==> config.mk <==
export PLATFORM = sky130hd
export DESIGN_NAME = linear_probe_hash_table_core
export DESIGN_NICKNAME = d
export VERILOG_FILES = /design/src/rtl/core/lph_pkg.sv /design/src/rtl/core/lph_home_unit.sv /design/src/rtl/core/lph_slot_store.sv /design/src/rtl/core/linear_probe_hash_table_core.sv
export SDC_FILE = /design/constraint.sdc
export NUM_CORES = 1
export LEC_CHECK = 0
export BUFFER_PORTS_ARGS = -buffer_cell sky130_fd_sc_hd__buf_2
export CORE_UTILIZATION = 30
export CTS_CLUSTER_DIAMETER = 100
export CTS_CLUSTER_SIZE = 40
export DETAILED_ROUTE_END_ITERATION = 16
export PLACE_DENSITY = 0.49
export SETUP_SLACK_MARGIN = 0.05
export SLEW_MARGIN = 25
export SYNTH_ARGS = -nofsm -noshare
export SYNTH_HDL_FRONTEND = slang
export SYNTH_SLANG_ARGS = --single-unit
==> constraint.sdc <==
create_clock -name clk -period 6.38 [get_ports clk]
set_input_delay 1.276 -clock clk [delete_from_list [all_inputs] [get_ports clk]]
set_output_delay 1.276 -clock clk [all_outputs]
set_load 0.1 [all_outputs]
==> src/rtl/core/lph_pkg.sv <==
// ============================================================================
// lph_pkg
// Shared types and constants for the linear-probe hash table core.
// ============================================================================
package lph_pkg;

    localparam int LPH_TABLE_SLOTS = 16;
    localparam int KEY_W           = 31;
    localparam int SLOT_W          = 4;
    localparam int MAX_RESULTS     = 16;
    localparam int LIST_CNT_W      = $clog2(MAX_RESULTS + 1);
    localparam int BIT_CNT_W       = $clog2(KEY_W + 1);

    typedef enum logic [1:0] {
        CMD_INSERT = 2'd0,
        CMD_DELETE = 2'd1,
        CMD_LIST   = 2'd2
    } cmd_t;

    typedef enum logic [2:0] {
        ST_INSERTED  = 3'd0,
        ST_FULL      = 3'd1,
        ST_DELETED   = 3'd2,
        ST_NOT_FOUND = 3'd3,
        ST_LISTED    = 3'd4,
        ST_EMPTY     = 3'd5
    } status_t;

    typedef enum logic [1:0] {
        MARK_EMPTY = 2'd0,
        MARK_USED  = 2'd1,
        MARK_GONE  = 2'd2
    } mark_t;

    typedef enum logic [2:0] {
        S_IDLE,
        S_HOME,
        S_PROBE,
        S_LIST,
        S_FLUSH
    } state_t;

    typedef struct packed {
        cmd_t              cmd;
        logic [KEY_W-1:0]  key;
    } request_t;

    typedef struct packed {
        status_t           status;
        logic [SLOT_W-1:0] slot;
        logic [KEY_W-1:0]  key_out;
        logic              last;
    } result_t;

    // write controls from the sequencer to the slot store
    typedef struct packed {
        logic  key_en;
        logic  mark_en;
        mark_t mark;
    } store_wr_t;

endpackage

==> src/rtl/core/lph_home_unit.sv <==
// ============================================================================
// lph_home_unit
// Home slot computation: key modulo table size by reciprocal multiplication
// and a multiply-subtract; a plain mask for power-of-two sizes.
// ============================================================================
module lph_home_unit
    import lph_pkg::*;
#(
    parameter int TABLE_SLOTS = LPH_TABLE_SLOTS
)
(
    input  logic                           clk,
    input  logic                           rst_n,
    input  logic                           start,
    input  logic [KEY_W-1:0]               key,
    output logic                           done,
    output logic [$clog2(TABLE_SLOTS)-1:0] home
);

    localparam int IDX_W   = $clog2(TABLE_SLOTS);
    localparam bit IS_POW2 = ((TABLE_SLOTS & (TABLE_SLOTS - 1)) == 0);
    localparam int PROD_W  = 2 * KEY_W + 1;
    // floor(key * RECIP / 2^SHIFT) is the exact quotient for any KEY_W-bit key
    localparam int SHIFT   = KEY_W + IDX_W;
    localparam logic [KEY_W:0] RECIP =
        (KEY_W + 1)'(((64'd1 << SHIFT) + 64'(TABLE_SLOTS) - 64'd1) / 64'(TABLE_SLOTS));

    logic              run_reg;
    logic [1:0]        step_reg;
    logic [KEY_W-1:0]  key_reg;
    logic [KEY_W-1:0]  quot_reg;
    logic [IDX_W-1:0]  rem_reg;
    logic [PROD_W-1:0] prod;
    logic [KEY_W-1:0]  diff;

    always_comb
    begin
        prod = PROD_W'(key_reg) * PROD_W'(RECIP);
        diff = key_reg - KEY_W'(quot_reg * KEY_W'(TABLE_SLOTS));
    end

    always_ff @(posedge clk or negedge rst_n)
    begin
        if (!rst_n)
        begin
            run_reg  <= 1'b0;
            step_reg <= '0;
        end
        else if (start)
        begin
            run_reg  <= 1'b1;
            step_reg <= IS_POW2 ? 2'd0 : 2'd2;
        end
        else if (run_reg)
        begin
            if (step_reg == '0)
            begin
                run_reg <= 1'b0;
            end
            else
            begin
                step_reg <= step_reg - 1'b1;
            end
        end
    end

    // step 2: quotient from the reciprocal, step 1: remainder
    always_ff @(posedge clk)
    begin
        if (start)
        begin
            key_reg <= key;
            rem_reg <= key[IDX_W-1:0];
        end
        else if (run_reg && step_reg == 2'd2)
        begin
            quot_reg <= KEY_W'(prod >> SHIFT);
        end
        else if (run_reg && step_reg == 2'd1)
        begin
            rem_reg <= diff[IDX_W-1:0];
        end
    end

    assign done = run_reg && (step_reg == '0);
    assign home = rem_reg;

endmodule

==> src/rtl/core/lph_slot_store.sv <==
// ============================================================================
// lph_slot_store
// Slot storage: key memory with registered read, per-slot status marks in
// flops cleared to empty at reset.
// ============================================================================
module lph_slot_store
    import lph_pkg::*;
#(
    parameter int TABLE_SLOTS = LPH_TABLE_SLOTS
)
(
    input  logic                           clk,
    input  logic                           rst_n,
    input  logic [$clog2(TABLE_SLOTS)-1:0] rd_addr,
    input  logic [$clog2(TABLE_SLOTS)-1:0] idx,
    input  store_wr_t                      wr,
    input  logic [KEY_W-1:0]               wr_key,
    output logic [KEY_W-1:0]               key_q,
    output mark_t                          mark
);

    logic [KEY_W-1:0] key_mem [TABLE_SLOTS];
    mark_t            marks_reg [TABLE_SLOTS];

    always_ff @(posedge clk)
    begin
        if (wr.key_en)
        begin
            key_mem[idx] <= wr_key;
        end
        key_q <= key_mem[rd_addr];
    end

    always_ff @(posedge clk or negedge rst_n)
    begin
        if (!rst_n)
        begin
            for (int i = 0; i < TABLE_SLOTS; i++)
            begin
                marks_reg[i] <= MARK_EMPTY;
            end
        end
        else if (wr.mark_en)
        begin
            marks_reg[idx] <= wr.mark;
        end
    end

    assign mark = marks_reg[idx];

endmodule

==> src/rtl/core/linear_probe_hash_table_core.sv <==
// ============================================================================
// linear_probe_hash_table_core
// Open-addressing hash table with linear probing and deleted-slot reuse.
// ============================================================================
// Usage:
//   A transaction is taken on a clock edge with start high and busy low;
//   request carries cmd (insert, delete, list) and key. Unused cmd codes
//   are dropped without a result and busy stays low.
//   Results come out on result for one cycle each, flagged by result_valid;
//   result.last marks the final one of a transaction. There is no
//   backpressure: the receiver must take each result as it appears.
//   Flow: insert/delete spend a home-slot phase (a plain mask for
//   power-of-two TABLE_SLOTS, otherwise a reciprocal multiply, then a
//   multiply-subtract in the modulo unit), then probe one slot per cycle,
//   up to TABLE_SLOTS probes, then register the result. A list scans all
//   slots at one per cycle (stopping after MAX_RESULTS hits) and flushes
//   the final entry. The single key-memory read port and the
//   one-probe-per-cycle sequencer set this pace; one transaction at a
//   time, busy stays high until its last result is out.
//   Reset: all slots empty, sequencer idle, no result pending.
// ============================================================================
module linear_probe_hash_table_core
    import lph_pkg::*;
#(
    parameter int TABLE_SLOTS = LPH_TABLE_SLOTS
)
(
    input  logic     clk,
    input  logic     rst_n,
    input  logic     start,
    input  request_t request,
    output logic     busy,
    output result_t  result,
    output logic     result_valid
);

    localparam int IDX_W = $clog2(TABLE_SLOTS);
    localparam int EXT_W = (IDX_W > SLOT_W) ? IDX_W : SLOT_W;
    localparam logic [IDX_W-1:0] IDX_LAST = IDX_W'(TABLE_SLOTS - 1);

    state_t                state_reg, state_next;
    cmd_t                  cmd_reg, cmd_next;
    logic [KEY_W-1:0]      key_reg, key_next;
    logic [IDX_W-1:0]      idx_reg, idx_next;
    logic [IDX_W-1:0]      n_reg, n_next;
    logic [LIST_CNT_W-1:0] list_cnt_reg, list_cnt_next;
    logic                  pend_valid_reg, pend_valid_next;
    logic [IDX_W-1:0]      pend_slot_reg, pend_slot_next;
    logic [KEY_W-1:0]      pend_key_reg, pend_key_next;
    result_t               result_reg, result_next;
    logic                  result_valid_reg, result_valid_next;

    logic                  home_start;
    logic                  home_done;
    logic [IDX_W-1:0]      home;
    store_wr_t             wr;
    logic [KEY_W-1:0]      key_q;
    mark_t                 mark;
    logic                  hit;
    logic                  is_insert;
    logic [LIST_CNT_W-1:0] cnt_inc;

    function automatic logic [SLOT_W-1:0] slot_field(input logic [IDX_W-1:0] i);
        logic [EXT_W-1:0] ext;
        ext = EXT_W'(i);
        return ext[SLOT_W-1:0];
    endfunction

    lph_home_unit #(
        .TABLE_SLOTS(TABLE_SLOTS)
    ) u_home (
        .clk   (clk),
        .rst_n (rst_n),
        .start (home_start),
        .key   (request.key),
        .done  (home_done),
        .home  (home)
    );

    lph_slot_store #(
        .TABLE_SLOTS(TABLE_SLOTS)
    ) u_store (
        .clk     (clk),
        .rst_n   (rst_n),
        .rd_addr (idx_next),
        .idx     (idx_reg),
        .wr      (wr),
        .wr_key  (key_reg),
        .key_q   (key_q),
        .mark    (mark)
    );

    always_ff @(posedge clk or negedge rst_n)
    begin
        if (!rst_n)
        begin
            state_reg        <= S_IDLE;
            result_valid_reg <= 1'b0;
            pend_valid_reg   <= 1'b0;
            list_cnt_reg     <= '0;
            n_reg            <= '0;
            idx_reg          <= '0;
        end
        else
        begin
            state_reg        <= state_next;
            result_valid_reg <= result_valid_next;
            pend_valid_reg   <= pend_valid_next;
            list_cnt_reg     <= list_cnt_next;
            n_reg            <= n_next;
            idx_reg          <= idx_next;
        end
    end

    always_ff @(posedge clk)
    begin
        cmd_reg       <= cmd_next;
        key_reg       <= key_next;
        pend_slot_reg <= pend_slot_next;
        pend_key_reg  <= pend_key_next;
        result_reg    <= result_next;
    end

    assign is_insert = (cmd_reg == CMD_INSERT);
    assign hit       = is_insert ? (mark != MARK_USED)
                                 : (mark == MARK_USED && key_q == key_reg);
    assign cnt_inc   = LIST_CNT_W'(list_cnt_reg + 1'b1);

    always_comb
    begin
        state_next        = state_reg;
        cmd_next          = cmd_reg;
        key_next          = key_reg;
        idx_next          = idx_reg;
        n_next            = n_reg;
        list_cnt_next     = list_cnt_reg;
        pend_valid_next   = pend_valid_reg;
        pend_slot_next    = pend_slot_reg;
        pend_key_next     = pend_key_reg;
        result_next       = result_reg;
        result_valid_next = 1'b0;
        home_start        = 1'b0;
        wr                = '{key_en: 1'b0, mark_en: 1'b0, mark: MARK_EMPTY};

        case (state_reg)
            S_IDLE:
            begin
                if (start)
                begin
                    cmd_next = request.cmd;
                    key_next = request.key;
                    case (request.cmd)
                        CMD_INSERT, CMD_DELETE:
                        begin
                            home_start = 1'b1;
                            state_next = S_HOME;
                        end
                        CMD_LIST:
                        begin
                            idx_next        = '0;
                            list_cnt_next   = '0;
                            pend_valid_next = 1'b0;
                            state_next      = S_LIST;
                        end
                        default:
                        begin
                            state_next = S_IDLE;
                        end
                    endcase
                end
            end
            S_HOME:
            begin
                if (home_done)
                begin
                    idx_next   = home;
                    n_next     = '0;
                    state_next = S_PROBE;
                end
            end
            S_PROBE:
            begin
                if (hit)
                begin
                    wr.mark_en         = 1'b1;
                    wr.key_en          = is_insert;
                    wr.mark            = is_insert ? MARK_USED : MARK_GONE;
                    result_valid_next  = 1'b1;
                    result_next.status = is_insert ? ST_INSERTED : ST_DELETED;
                    result_next.slot   = slot_field(idx_reg);
                    result_next.key_out = key_reg;
                    result_next.last   = 1'b1;
                    state_next         = S_IDLE;
                end
                else if (n_reg == IDX_LAST)
                begin
                    result_valid_next  = 1'b1;
                    result_next.status = is_insert ? ST_FULL : ST_NOT_FOUND;
                    result_next.slot   = '0;
                    result_next.key_out = key_reg;
                    result_next.last   = 1'b1;
                    state_next         = S_IDLE;
                end
                else
                begin
                    idx_next = (idx_reg == IDX_LAST) ? '0 : idx_reg + 1'b1;
                    n_next   = n_reg + 1'b1;
                end
            end
            S_LIST:
            begin
                // hold one hit back so the final one can carry last
                if (mark == MARK_USED)
                begin
                    if (pend_valid_reg)
                    begin
                        result_valid_next   = 1'b1;
                        result_next.status  = ST_LISTED;
                        result_next.slot    = slot_field(pend_slot_reg);
                        result_next.key_out = pend_key_reg;
                        result_next.last    = 1'b0;
                    end
                    pend_valid_next = 1'b1;
                    pend_slot_next  = idx_reg;
                    pend_key_next   = key_q;
                    list_cnt_next   = cnt_inc;
                end
                if (idx_reg == IDX_LAST ||
                    (mark == MARK_USED && cnt_inc == LIST_CNT_W'(MAX_RESULTS)))
                begin
                    state_next = S_FLUSH;
                end
                else
                begin
                    idx_next = idx_reg + 1'b1;
                end
            end
            S_FLUSH:
            begin
                result_valid_next = 1'b1;
                result_next.last  = 1'b1;
                if (pend_valid_reg)
                begin
                    result_next.status  = ST_LISTED;
                    result_next.slot    = slot_field(pend_slot_reg);
                    result_next.key_out = pend_key_reg;
                end
                else
                begin
                    result_next.status  = ST_EMPTY;
                    result_next.slot    = '0;
                    result_next.key_out = '0;
                end
                pend_valid_next = 1'b0;
                state_next      = S_IDLE;
            end
            default:
            begin
                state_next = S_IDLE;
            end
        endcase
    end

    assign busy         = (state_reg != S_IDLE);
    assign result       = result_reg;
    assign result_valid = result_valid_reg;

    // every result belongs to a transaction that was in progress
    a_result_in_txn: assert property (@(posedge clk) disable iff (!rst_n)
        result_valid |-> $past(busy))
        else $error("result without a transaction in progress");

    // the sequencer only goes idle when it hands out the final result
    a_idle_with_last: assert property (@(posedge clk) disable iff (!rst_n)
        $fell(busy) |-> (result_valid && result.last))
        else $error("transaction ended without a final result");

    // only a list scan produces results that are not the last
    a_nonlast_in_list: assert property (@(posedge clk) disable iff (!rst_n)
        (result_valid && !result.last) |-> (state_reg == S_LIST || state_reg == S_FLUSH))
        else $error("non-final result outside a list scan");

    // modulo unit reports only while the sequencer waits for it
    a_home_done: assert property (@(posedge clk) disable iff (!rst_n)
        home_done |-> (state_reg == S_HOME))
        else $error("home slot ready outside the home phase");

    // list hit count never passes the result cap
    a_list_cap: assert property (@(posedge clk) disable iff (!rst_n)
        list_cnt_reg <= LIST_CNT_W'(MAX_RESULTS))
        else $error("list hit count overflow");

endmodule
==> flow_summary.yaml, run 1 <==
timing:
  worst_slack_ps: 1670
  setup_viol: 0
  fin_setup_tns_ps: 0
  maxSlewHeadroom: 0.357
  fmax_mhz: 212
  min_period_ps: 4710
  finalHoldViolCount: 0
  worst_hold_slack_ps: 474
  tightest_slew_ps: 964
  drv_slew: 0
  post-route-period-util: 0.739
  skew_ps: 46.9
  rsz0062_at_grt: "no"
floorplan:
  ios: 77
  core_um2: 91700
  start_util: 0.303
  die_x_um: 306
  die_area_um2: 93800
  rows: 111
  fp.dieH_um: 306
synthesis:
  synth_area_per_cell_um2: 17.6
  ys_seq_area_frac: 0.731
  netlist_top_cells_area: "edfxtp_1, mux2i_1, dfrtp_1, dfxtp_1, a22o_1"
  synth_area_leader_cell: "edfxtp_1"
  ys_ff_latch: 695
  yosys_warnings: 0
  synth_fp_nets: 1623
  synthCells: 1577
  synth-async-reset-ratio: 0.0763
  synth.top_cell.area_share: 0.661
  syn_area_um2: 27800
  synth_ff_type: "edfxtp_1"
  synth-edff-count: 611
  synth.distinct_cells: 57
finish:
  area_growth_pct: 10.6
  final_common_cell: "edfxtp_1"
  largest_reg_flops: 496
  layout_common_cells: "edfxtp_1, mux2i_1, buf_2, dfrtp_1, nand2_1"
  nets: 1695
  drive_gt1_frac: 0.124
  antenna_cells: 0
clock_tree:
  clkLatencyLatePin_ps: 660
  cts_root_buf: "clkbuf_16"
  holdBufCountCts: 0
  cts_tree: "built"
  cts.sinks: 695
  cts.clk_slew.worst_paths_ps: 130
  cts.repair.resized: 0
  post_cts.repair.setup_buffers: 0
  cts_inserted_buffers: 29
  h-tree-depth: 1
  clk_path_buf_depth: 3
critical_path:
  arrival_ps: 5240
  startpoint: "idx_reg[1]$_DFF_PN0_"
  crit_type: "register to register"
  r2r-start: "idx_reg[1]$_DFF_PN0_"
  cp_max_fo: 63
  crit_path_start_kind: "register"
  critPathCapture: "u_store.key_q[20]$_DFF_P_"
  worstReg2RegEnd: "u_store.key_q[20]$_DFF_P_"
  critPathRequiredTime_ps: 6910
  r2r_slack_ps: 1670
  end_kind: "register"
  reg2regPathDepth: 11
global_route:
  grt_pass1_wl_um: 98600
  antenna_found_initial: 0
  gr-total-overflow: 0
  grt.total_usage: 0.143
  grt_pass1_vias: 13900
  grt_max_degree: 64
outcome:
  status: "finished clean"
placement:
  post-dp-hpwl_um: 37900
  port_buffers: 76
  gp_congestion: 0.807
  dp_worst_setup_slack_ps: 1690
detailed_routing:
  first_iter_violations: 910
  ant_nets: 0
  drt_pass1_iterations: 5
  wirelength_um: 67700
  num_vias: 13500
  route.detailed.drc: 0
  vias_per_cell: 4.74
  routedWlPerCell_um: 23.7
worst_hold_path:
  hold_depth: 0
  hold_path_class: "register to register"
pwr:
  p_per_area_nw_per_um2: 485
  finalPower_mw: 14.9
  total_leakage_power_nw: 10.8
  vdd_drop_max_v: 0.000420
run:
  max-cap-violations: 0
==> report_power, final <==
group | switching [mW] | internal (mW) | leakage (nW)
registers | 0.400 | 5.55 | 6.49
clock network | 1.63 | 0.976 | 0.537
logic | 3.66 | 2.69 | 3.76
total | 5.69 | 9.21 | 10.8
==> cells by family (layout without fill, tap and decap cells) <==
logic type | after synthesis | after routing | synth area share
XOR/XNOR | 33 | 33 | 0.0104
buffers and inverters | 98 | 193 | 0.0216
AND/OR/NAND/NOR | 150 | 150 | 0.0265
adder cells (fa/ha/maj) | 10 | 10 | 0.00450
AO/OA/AOI/OAI | 111 | 111 | 0.0295
flip-flops | 695 | 695 | 0.731
multiplexers | 480 | 480 | 0.177
==> stage by stage <==
stage	instances	util	instance area, µm²
5_1_grt	2858	0.335	30700
6_report	2858	0.335	30700
3_5_place_dp	2804	0.322	29500
2_1_floorplan	1577	-	27800
4_1_cts	2858	0.335	30700
3_3_place_gp	2804	0.322	29500
==> per-layer routing <==
layer  track usage  routed length (µm)  up-vias
li1              -                   -     6209
met1         0.198               31500     7045
met2         0.247               33500      241
met3        0.0128                1950       51
met4        0.0234                 833        0
met5             0                   0        -
==> cell type report <==
type | count | area, µm²
fillers | 8753 | 60900
flip-flops and latches | 695 | 20300
multi-input cells | 784 | 6970
well taps | 1186 | 1480
clock buffers | 30 | 729
repair buffers | 106 | 668
clock inverters | 24 | 445
inverters | 33 | 126
==> synth_stat cells, drive strengths merged, types with 2 or more instances <==
cell    number
nor2        33
mux4         8
clkbuf      12
inv         33
a22o        35
a211oi       2
ha          10
nand2b       5
edfxtp     611
mux2         7
xnor2        2
nor4         8
nand4        3
nand2       51
nor2b        5
and2         6
xor2        31
and3        18
nor3         5
dfxtp       31
a21oi       14
a21o        15
dfrtp       53
mux2i      465
buf         53
nand4b       2
a221oi       2
o31ai        2
o21ai       28
nand3       11
a22oi        2
o22ai        2
==> worst max-delay path, cell delays in order, from the launching register on <==
cell	delay [ps]
dfrtp_1	910
mux4_2	620
mux2_2	280
nand4_1	170
and2_1	370
and3_1	580
or3b_1	370
o2bb2ai_4	120
o21ai_2	120
nand2_8	500
mux2i_1	380
mux2i_1	110
==> worst min path at each step <==
stage	start	endpoint	slack [ps]
2_1_floorplan	idx_reg[3]$_DFF_PN0_	pend_slot_reg[3]$_DFFE_PP_	430
3_3_place_gp	u_store.key_q[27]$_DFF_P_	pend_key_reg[27]$_DFFE_PP_	440
3_5_place_dp	u_store.key_q[1]$_DFF_P_	pend_key_reg[1]$_DFFE_PP_	440
4_1_cts	u_store.key_q[26]$_DFF_P_	pend_key_reg[26]$_DFFE_PP_	480
5_1_grt	u_store.key_q[10]$_DFF_P_	pend_key_reg[10]$_DFFE_PP_	490
6_report	u_store.key_q[26]$_DFF_P_	pend_key_reg[26]$_DFFE_PP_	470
Note: power is estimated with default switching activity, not from simulation.
==> run 2, diff against run 1 <==
- clock period: 6.38 -> 4.35 ns (I/O delays scaled with it)
==> run 2 against run 1 <==
  * Critical path depth is 2 higher
  * First-iteration DRC count is 16% higher
  * Sequential cell count stayed put
  * Clock power is 40% higher
  * Wire length is 3.8% higher
  * Global-route usage is 0.54 points higher
  * Clock skew is 9.6 ps higher
  * Sequential power is 43% higher
  * Hold slack worse by 270 ps
  * Cell area is 2.5% higher
  * Setup slack worse by 1300 ps
  * Via count is 3.9% higher
  * Critical path type unchanged
  * Largest power group unchanged
==> flow_summary.yaml, run 2 (same netlist as run 1, synthesis figures left out) <==
finish:
  multi_input_area_um2: 6950
  layout_common_cells: "edfxtp_1, mux2i_1, buf_2, buf_4, dfrtp_1"
  area_growth_pct: 13.4
  instances_no_fill: 2919
  antenna_cells: 0
  fin_util: 0.344
  nets: 1760
  register_area_um2: 20300
  final_common_cell: "edfxtp_1"
  largest_reg_flops: 496
  fin_area_um2: 31500
  drive_gt1_frac: 0.153
  n_fill_cell: 8660
critical_path:
  reg2regPathDepth: 13
  critPathTopFamily: "multiplexers"
  cp_max_fo: 27
  worst-path-buf-inv: 2
  arrival_ps: 4480
  critPathMostFrequentCell: "mux2i_1"
  critical-path-max-stage-delay_ps: 760
  critical_path_depth: 13
  slowest_stage: "dfrtp_1"
  cp_cell_sequence: "mux4_2, nand2_1, nand4b_1, and2_1, a211oi_2, o211ai_1, nand2_4, buf_12, buf_12, mux2i_1, mux2i_1, mux2i_1, mux2i_1"
  critPathRequiredTime_ps: 4860
  crit_type: "register to register"
  end_kind: "register"
  crit_path_start_kind: "register"
timing:
  tightest_slew_ps: 734
  maxSlewHeadroom: 0.498
  post-route-period-util: 0.913
  min_period_ps: 3970
  drv_slew: 0
  fin_setup_tns_ps: 0
  finalHoldViolCount: 0
  worst_slack_ps: 377
  worst_hold_slack_ps: 202
  setup_viol: 0
  fmax_mhz: 252
  skew_ps: 56.5
  rsz0062_at_grt: "no"
placement:
  dp_worst_setup_slack_ps: 352
  post-dp-hpwl_um: 42200
  gp_congestion: 0.767
  placed_area_um2: 30500
  dp.cells: 2871
  port_buffers: 76
pwr:
  vdd_drop_max_v: 0.000448
  finalPower_mw: 22.4
  p_per_area_nw_per_um2: 711
  total_leakage_power_nw: 11.2
clock_tree:
  cts_root_buf: "clkbuf_16"
  clk_path_buf_depth: 3
  cts_tree: "built"
  cts.sinks: 695
  h-tree-depth: 1
  clkLatencyLatePin_ps: 650
  post_cts.repair.setup_buffers: 0
  holdBufCountCts: 0
  cts.repair.resized: 0
  cts.clk_slew.worst_paths_ps: 140
  cts_inserted_buffers: 27
detailed_routing:
  route.detailed.drc: 0
  vias_per_cell: 4.82
  num_vias: 14100
  first_iter_violations: 1057
  wirelength_um: 70300
  drt_pass1_iterations: 6
  ant_nets: 0
  routedWlPerCell_um: 24.1
floorplan:
  die_x_um: 306
  fp.dieH_um: 306
  die_area_um2: 93800
  core_um2: 91700
  rows: 111
  start_util: 0.303
  ios: 77
outcome:
  status: "finished clean"
global_route:
  antenna_found_initial: 3
  grt_pass1_vias: 14200
  gr-total-overflow: 0
  grt_max_degree: 48
  grt.total_usage: 0.148
  grt_pass1_wl_um: 102000
run:
  max-cap-violations: 0
worst_hold_path:
  hold_path_class: "input port to async pin"
## run 2: final timing paths
| kind | end | startpoint | slack [ps] |
|---|---|---|---|
| max in group asynchronous | u_store.marks_reg[1]$_DFFE_PN0P_ | rst_n | 3270 |
| min in group clk | key_reg[19]$_DFFE_PP_ | request[19] | 400 |
| worst min-delay path | u_store.marks_reg[8]$_DFFE_PN0P_ | rst_n | 200 |
| worst min register to register | pend_key_reg[8]$_DFFE_PP_ | u_store.key_q[8]$_DFF_P_ | 470 |
| worst max register to register | u_store.key_q[12]$_DFF_P_ | idx_reg[1]$_DFF_PN0_ | 380 |
| worst max-delay path | u_store.key_q[12]$_DFF_P_ | idx_reg[1]$_DFF_PN0_ | 380 |
## run 2: routing by layer
layer  vias up  part of all wire  global-route usage
li1       6331                 -                   -
met4         0             0.012              0.0228
met5         -                 0                   0
met2       249              0.49               0.254
met1      7442              0.47               0.208
met3        49             0.028              0.0123
## run 2: cell type report
class,instances,share of cell area
Clock buffer,31,0.0223
Clock inverter,17,0.0107
Inverter,33,0.00393
Multi-Input combinational cell,784,0.221
Sequential cell,695,0.644
Tap cell,1186,0.0471
Timing Repair Buffer,173,0.0509
## run 2: worst reg2reg max path: stages, from the launching register on
cell	delay (ps)
dfrtp_1	760
mux4_2	580
nand2_1	80
nand4b_1	180
and2_1	310
a211oi_2	430
o211ai_1	210
nand2_4	180
buf_12	270
buf_12	260
mux2i_1	230
mux2i_1	90
mux2i_1	190
mux2i_1	90
## run 2: where the power goes
part,switching [mW],internal [mW]
sequential,0.399,8.12
combinational,5.79,4.45
clock,2.27,1.38
total,8.46,13.9
